`src/rtl/core/tpit_pkg.sv`:
```
// Shared widths, register indexes and the configuration bundle of the tip point test.
`timescale 1ns / 1ps

package tpit_pkg;

    // Lengths are unsigned Q15.16 in 31 bits; base z is signed in 32 bits.
    localparam int LEN_W   = 31;
    localparam int BZ_W    = 32;
    localparam int TOL_W   = 16;
    localparam int SQ_W    = 2 * LEN_W;
    localparam int R2_W    = SQ_W + 1;
    localparam int CAP_W   = R2_W + 1;
    localparam int LO_W    = 32;
    localparam int R2H_W   = R2_W - LO_W;
    localparam int SQH_W   = SQ_W - LO_W;
    localparam int PROD_W  = 2 * R2_W;

    // Configuration port.
    localparam int CFG_IW  = 3;
    localparam int CFG_DW  = 32;

    localparam logic [CFG_IW-1:0] CFG_FRUSTUM_HEIGHT = 3'd0;
    localparam logic [CFG_IW-1:0] CFG_BASE_RADIUS    = 3'd1;
    localparam logic [CFG_IW-1:0] CFG_TOP_RADIUS     = 3'd2;
    localparam logic [CFG_IW-1:0] CFG_BASE_Z         = 3'd3;
    localparam logic [CFG_IW-1:0] CFG_CAP_TOLERANCE  = 3'd4;

    // Edges from the accepting edge to the edge that loads the result strobe.
    localparam int LATENCY = 7;

    typedef struct packed {
        logic [LEN_W-1:0] fh;
        logic [LEN_W-1:0] rb;
        logic [LEN_W-1:0] rt;
        logic [BZ_W-1:0]  bz;
        logic [TOL_W-1:0] tol;
        logic [SQ_W-1:0]  fh_sq;
        logic [SQ_W-1:0]  rt_sq;
        logic [BZ_W-1:0]  fh_rt;
    } t_cfg;

endpackage

```
`src/rtl/core/tpit_cfg.sv`:
```
// Configuration registers of the tip point test and the values derived from them.
`timescale 1ns / 1ps

module tpit_cfg import tpit_pkg::*; #(
    parameter int FRAC_BITS = 16
) (
    input  logic              i_clk,
    input  logic              i_rst_n,
    input  logic              i_cfg_we,
    input  logic [CFG_IW-1:0] i_cfg_idx,
    input  logic [CFG_DW-1:0] i_cfg_wdata,
    output t_cfg              o_cfg
);

    logic [LEN_W-1:0] r_fh;
    logic [LEN_W-1:0] r_rb;
    logic [LEN_W-1:0] r_rt;
    logic [BZ_W-1:0]  r_bz;
    logic [TOL_W-1:0] r_tol;
    logic [SQ_W-1:0]  r_fh_sq;
    logic [SQ_W-1:0]  r_rt_sq;
    logic [BZ_W-1:0]  r_fh_rt;

    logic [SQ_W-1:0]  n_fh_sq;
    logic [SQ_W-1:0]  n_rt_sq;
    logic [BZ_W-1:0]  n_fh_rt;

    // Squares and the box height are registered and follow the registers in the next cycle.
    always_comb begin
        n_fh_sq = SQ_W'(r_fh) * SQ_W'(r_fh);
        n_rt_sq = SQ_W'(r_rt) * SQ_W'(r_rt);
        n_fh_rt = BZ_W'(r_fh) + BZ_W'(r_rt);
    end

    always_ff @(posedge i_clk) begin
        if (!i_rst_n) begin
            r_fh    <= LEN_W'(1) << FRAC_BITS;
            r_rb    <= LEN_W'(1) << FRAC_BITS;
            r_rt    <= LEN_W'(1) << FRAC_BITS;
            r_bz    <= '0;
            r_tol   <= TOL_W'(1);
            r_fh_sq <= SQ_W'(1) << (2 * FRAC_BITS);
            r_rt_sq <= SQ_W'(1) << (2 * FRAC_BITS);
            r_fh_rt <= BZ_W'(2) << FRAC_BITS;
        end else begin
            r_fh_sq <= n_fh_sq;
            r_rt_sq <= n_rt_sq;
            r_fh_rt <= n_fh_rt;
            if (i_cfg_we) begin
                unique case (i_cfg_idx)
                    CFG_FRUSTUM_HEIGHT: r_fh  <= i_cfg_wdata[LEN_W-1:0];
                    CFG_BASE_RADIUS:    r_rb  <= i_cfg_wdata[LEN_W-1:0];
                    CFG_TOP_RADIUS:     r_rt  <= i_cfg_wdata[LEN_W-1:0];
                    CFG_BASE_Z:         r_bz  <= i_cfg_wdata[BZ_W-1:0];
                    CFG_CAP_TOLERANCE:  r_tol <= i_cfg_wdata[TOL_W-1:0];
                    default: begin
                    end
                endcase
            end
        end
    end

    always_comb begin
        o_cfg.fh    = r_fh;
        o_cfg.rb    = r_rb;
        o_cfg.rt    = r_rt;
        o_cfg.bz    = r_bz;
        o_cfg.tol   = r_tol;
        o_cfg.fh_sq = r_fh_sq;
        o_cfg.rt_sq = r_rt_sq;
        o_cfg.fh_rt = r_fh_rt;
    end

endmodule

```
`config.mk`:
```
export PLATFORM = sky130hd
export DESIGN_NAME = tpit_cfg
export DESIGN_NICKNAME = d
export VERILOG_FILES = /design/src/rtl/core/tpit_pkg.sv /design/src/rtl/core/tpit_cfg.sv
export SDC_FILE = /design/constraint.sdc
export NUM_CORES = 2
export LEC_CHECK = 0
export BUFFER_PORTS_ARGS = -buffer_cell sky130_fd_sc_hd__buf_2
export CORE_ASPECT_RATIO = 1.25
export CORE_MARGIN = 2
export CORE_UTILIZATION = 45
export CTS_BUF_LIST = sky130_fd_sc_hd__clkbuf_2
export DETAILED_ROUTE_END_ITERATION = 10
export HOLD_SLACK_MARGIN = 0.03
export SLEW_MARGIN = 20
export SYNTH_ARGS = -nofsm -noshare
export SYNTH_HDL_FRONTEND = slang
export SYNTH_SLANG_ARGS = --single-unit
```
`constraint.sdc`:
```
create_clock -name i_clk -period 8.6 [get_ports i_clk]
set_clock_uncertainty 0.1 [all_clocks]
set_input_delay 2.58 -clock i_clk [delete_from_list [all_inputs] [get_ports i_clk]]
set_output_delay 2.58 -clock i_clk [all_outputs]
set_load 0.03 [all_outputs]
```
# Yosys cells after proc, flatten, opt, wreduce, memory -nomap -nowiden
# Cells that the tools add are included.
[word_totals]
regBits = 297
output_inout_bits = 297
wordCells = 21
in_bits = 38
[classes]
n_mul = 2
add_sub_neg = 1
reduce_logical = 6
eq_ne = 4
[ops]
columns = ["operator", "n"]
rows = [
  ["$mul 31x31->62", 2],
  ["$add 31x31->32", 1],
  ["$reduce_and 2->1", 5],
  ["$eq 3x2->1 const B", 2],
  ["$eq 3x1->1 const B", 1],
  ["$eq 3x3->1 const B", 1],
  ["$logic_not 3->1", 1],
]

# Depth between registers and ports, before layout
[logic_depth]
depth_word = 2
ltp_mapped = 31
depth_no_buf = 29

# Least setup slack after synthesis
# OpenSTA, ideal clock, no wires.
[synth_path]
kind = "register to register"
from = "register r_rt[4]"
to = "register r_rt_sq[57]"
arrival_ns = 7.712
slack_ns = 0.716
path_buffers = 3
stages_incl_launch_ff = 29
setup_ns = 0.072
required_ns = 8.428
synth_period_minus_slack_ns = 7.884
path_cell_list = "dfxtp_1 > clkbuf_1 > clkbuf_1 > nand2_1 > fa_1 > inv_1 > fa_1 > fa_1 > inv_1 > fa_1 > inv_1 > fa_1 > inv_1 > fa_1 > inv_1 > fa_1 > fa_1 > ha_1 > clkbuf_1 > nand2_1 > nor2_1 > nand2_1 > o2111ai_1 > nand4_1 > o31ai_1 > a31oi_1 > o21a_1 > o31ai_1 > mux2i_1"
[synth_between]
elab_chain_cells = 1
[synth_lines]
columns = ["item", "line", "rtl"]
rows = [
  ["start: declaration", "tpit_cfg.sv:17", "logic [LEN_W-1:0] r_rt;"],
  ["start signal: assignment", "tpit_cfg.sv:39", "r_rt <= LEN_W'(1) << FRAC_BITS;"],
  ["start signal: assignment", "tpit_cfg.sv:53", "CFG_TOP_RADIUS: r_rt <= i_cfg_wdata[LEN_W-1:0];"],
  ["$mul 31x31->62", "tpit_cfg.sv:31", "n_rt_sq = SQ_W'(r_rt) * SQ_W'(r_rt);"],
  ["end signal: assignment", "tpit_cfg.sv:43", "r_rt_sq <= SQ_W'(1) << (2 * FRAC_BITS);"],
  ["end signal: assignment", "tpit_cfg.sv:47", "r_rt_sq <= n_rt_sq;"],
  ["end: declaration", "tpit_cfg.sv:21", "logic [SQ_W-1:0] r_rt_sq;"],
]
# No other way between the ends.
# A chain may end at the register's enable or synchronous reset.

# Worst setup path in the final report
[layout_path]
from = "register r_fh[13]"
to = "register r_fh_sq[61]"
[layout_between]
elab_chain_cells = 1
[layout_lines]
columns = ["item", "line", "rtl"]
rows = [
  ["start: declaration", "tpit_cfg.sv:15", "logic [LEN_W-1:0] r_fh;"],
  ["start signal: assignment", "tpit_cfg.sv:37", "r_fh <= LEN_W'(1) << FRAC_BITS;"],
  ["start signal: assignment", "tpit_cfg.sv:51", "CFG_FRUSTUM_HEIGHT: r_fh <= i_cfg_wdata[LEN_W-1:0];"],
  ["$mul 31x31->62", "tpit_cfg.sv:30", "n_fh_sq = SQ_W'(r_fh) * SQ_W'(r_fh);"],
  ["end signal: assignment", "tpit_cfg.sv:42", "r_fh_sq <= SQ_W'(1) << (2 * FRAC_BITS);"],
  ["end signal: assignment", "tpit_cfg.sv:46", "r_fh_sq <= n_fh_sq;"],
  ["end: declaration", "tpit_cfg.sv:20", "logic [SQ_W-1:0] r_fh_sq;"],
]
# No other way between the ends.

==> out/metrics.cfg <==
[drt]
drt_iter0_drc = 2860
drc_errors = 0
antenna_left = 0
drt-pass1-iter-count = 6
wl_per_cell_um = 21.2
via_count = 48400
drt_wl_total_um = 200000
viasPerCell = 5.13

[final_layout]
mostFrequentLayoutCells = 1877 x inv_1, 1497 x fa_1, 892 x nand2_1
fin_util_pct = 49.0
seqCellArea_sq_mm = 0.00593
fin_nets = 9570
final_common_cell = inv_1
final_cells = 9435
fill_cells = 14000
drive_above_1_share_pct = 9.69
area_growth_pct = 8.42
multi_input_area_sq_mm = 0.0510

[yosys]
synthAdderAreaFrac_pct = 56.9
synthXorXnorAreaFrac_pct = 2.30
synth.distinct_cells = 68
async_flop_share_pct = 0
syn_area_sq_mm = 0.0651
syn_area_per_cell_sq_um = 9.09
synth_top_family_by_area = adder cells
netlist_instances = 7158
yosys-mux-area-fraction_pct = 0.252
seq_area_frac_synth_pct = 9.08
yosys.area_share.simple_pct = 12.4
synth-seq-cells = 295
ys.flop_type = dfxtp_1
synth_edf_count = 0
ys_warn_count = 0
synth_compound_area_share_pct = 6.37

[sta]
final-setup-viol-count = 0
fmax_ghz = 0.120
drv_slew = 0
min_period_ps = 8360
finalHoldViolations = 0
maxSlewHeadroom_pct = 27.4
setup_ws_ps = 238
fin_setup_tns_ps = 0
tightest_slew_ps = 1090
fin_crit_sh_pct = 97.2

[critical_path]
start_kind = flop
end_kind = flop
arrival_ps = 9530
slowest_stage = fa_1
worstPathMaxFanout = 12
critPathKind = reg -> reg
cpMostUsedCell = fa_1
required_ps = 9770
max_stage_delay_ps = 590
reg2reg_depth = 28

[die]
initial_core_util_pct = 45.2
dieArea_sq_mm = 0.148
die_width_um = 344
rows = 156
core_sq_mm = 0.144
num_io_pins = 335
die_y_um = 429

[pwr]
sequentialPowerShare_pct = 41.8
leakagePower_nw = 39.1
p_total_w = 0.00342
swShare_pct = 37.9
clkPwrFrac_pct = 36.6
p_sw_w = 0.00129
p_comb_share_pct = 21.7
p_int_w = 0.00212
ir_drop_uv = 105
power_density_mw_per_mm2 = 48.4

[placed_design]
hpwl_um = 167000
dp_cells = 9268
gp_congestion = 0.974
portBuffers = 332
place_ws_ps = -292

[clock_network]
clk_latency_ps = 1510
cts_tree = done
cts_max_level = 3
numCtsBuffers = 87
clock_path_buffers = 3
clockRootBuffer = clkbuf_2
ctsHoldBuffers = 0
clk_pin_slew_worst_paths_ps = 150
clock_sinks = 295

[hold_path]
hold_path_class = reg -> reg
holdPathStages = 2

[global_route]
grt_max_degree = 113
grt_pass1_wl_um = 313000
gr-total-overflow = 0
antenna_found_initial = 11
grt_pass1_vias = 53900
grt_util_all_layers_pct = 28.1

[outcome]
outcome = completed

[job]
maxCapViolCount = 0

synth_stat cells (9+ instances only):
master | n | area [sq um]
o21ai_1 | 33 | 165
nand4_1 | 48 | 300
o31ai_1 | 16 | 120
or3_1 | 9 | 56.3
a31o_2 | 12 | 105
mux2i_1 | 13 | 130
xnor2_1 | 106 | 928
o21ai_0 | 58 | 290
fa_1 | 1497 | 30000
nor3_1 | 31 | 155
nor2_1 | 243 | 912
and3_1 | 18 | 113
ha_1 | 565 | 7070
and2_1 | 395 | 2470
dfxtp_1 | 295 | 5910
nand2b_1 | 20 | 125
nand2_1 | 892 | 3350
or2_2 | 13 | 81.3
a21oi_1 | 308 | 1540
nand3_1 | 28 | 140
nor2b_1 | 30 | 188
clkbuf_1 | 299 | 1120
o21bai_1 | 32 | 240
xor2_1 | 65 | 569
a21o_1 | 74 | 556
and4_1 | 9 | 78.8
a211oi_1 | 17 | 128
o211ai_1 | 13 | 97.6
o21a_1 | 23 | 173
a31oi_1 | 14 | 87.6
inv_1 | 1881 | 7060
critical path, delay by kind of cell (launching register included):
kind	cells	cell delay, ps
and+or+nand+nor	6	1190
adders and majority gates	9	4300
AOI/OAI and AO/OA	4	770
DFF	1	480
buffers and inverters	9	1270
power groups by stage:
stage	clock, W	combinational, W	sequential (W)
detailed placement	0	0.000731	0.00146
global route	0.00135	0.000806	0.00143
finish	0.00125	0.000740	0.00143
CTS	0.00131	0.000737	0.00143
global placement	0	0.000728	0.00146
floorplan	0	0.000371	0.00152
repair_timing:
| item | 4_1_cts | 5_1_grt |
|---|---|---|
| pin swaps | 1 | 1 |
| setup endpoints to repair | 5 | 23 |
| setup buffers | 1 | 7 |
| resized for setup | 4 | 33 |
worst paths after layout:
check                           slack (ps)             startpoint                     end
worst max-delay path                   240  r_fh[13]$_SDFFE_PN0P_  r_fh_sq[61]$_SDFF_PN0_
worst min-delay path                   350  r_rb[28]$_SDFFE_PN0P_   r_rb[28]$_SDFFE_PN0P_
worst max register to register         240  r_fh[13]$_SDFFE_PN0P_  r_fh_sq[61]$_SDFF_PN0_
worst min register to register         350  r_rb[28]$_SDFFE_PN0P_   r_rb[28]$_SDFFE_PN0P_
routing by layer:
layer  track usage, %  vias up  part of all wire (%)
li1                 -    21800                     -
met1             36.2    24700                    40
met2             46.9     1580                    48
met3             5.30      392                   7.2
met4             10.6        4                   4.3
met5                0        -                 0.013
kinds of logic after synthesis:
family	Yosys count
fa+ha+maj	2062
flops	295
other cells	1
simple gates	1750
buf+inv	2191
compound gates	672
xor+xnor	171
mux	16
sequential cells by signal (all words and copies together), names as in the netlist:
name and count:
r_fh_sq 61, r_rt_sq 61, r_bz 32, r_fh_rt 32
r_fh 31, r_rb 31, r_rt 31, r_tol 16
stage by stage:
stage	cell area [sq um]	hold WS (ps)
final	70500	354
after global routing	70500	376
after detailed placement	69500	343
after floorplan	65100	480
after global placement	69500	339
after CTS	70400	357
layout make-up:
cell class              instances  area share, %
inverters                    1884           10.1
diodes                          5         0.0177
clock inverters                39          0.413
repair buffers                529           4.66
clock buffers                 114          0.809
flip-flops and latches        295           8.41
multi-input cells            4673           72.3
well taps                    1896           3.36
Note: power is estimated with default switching activity, not from simulation.
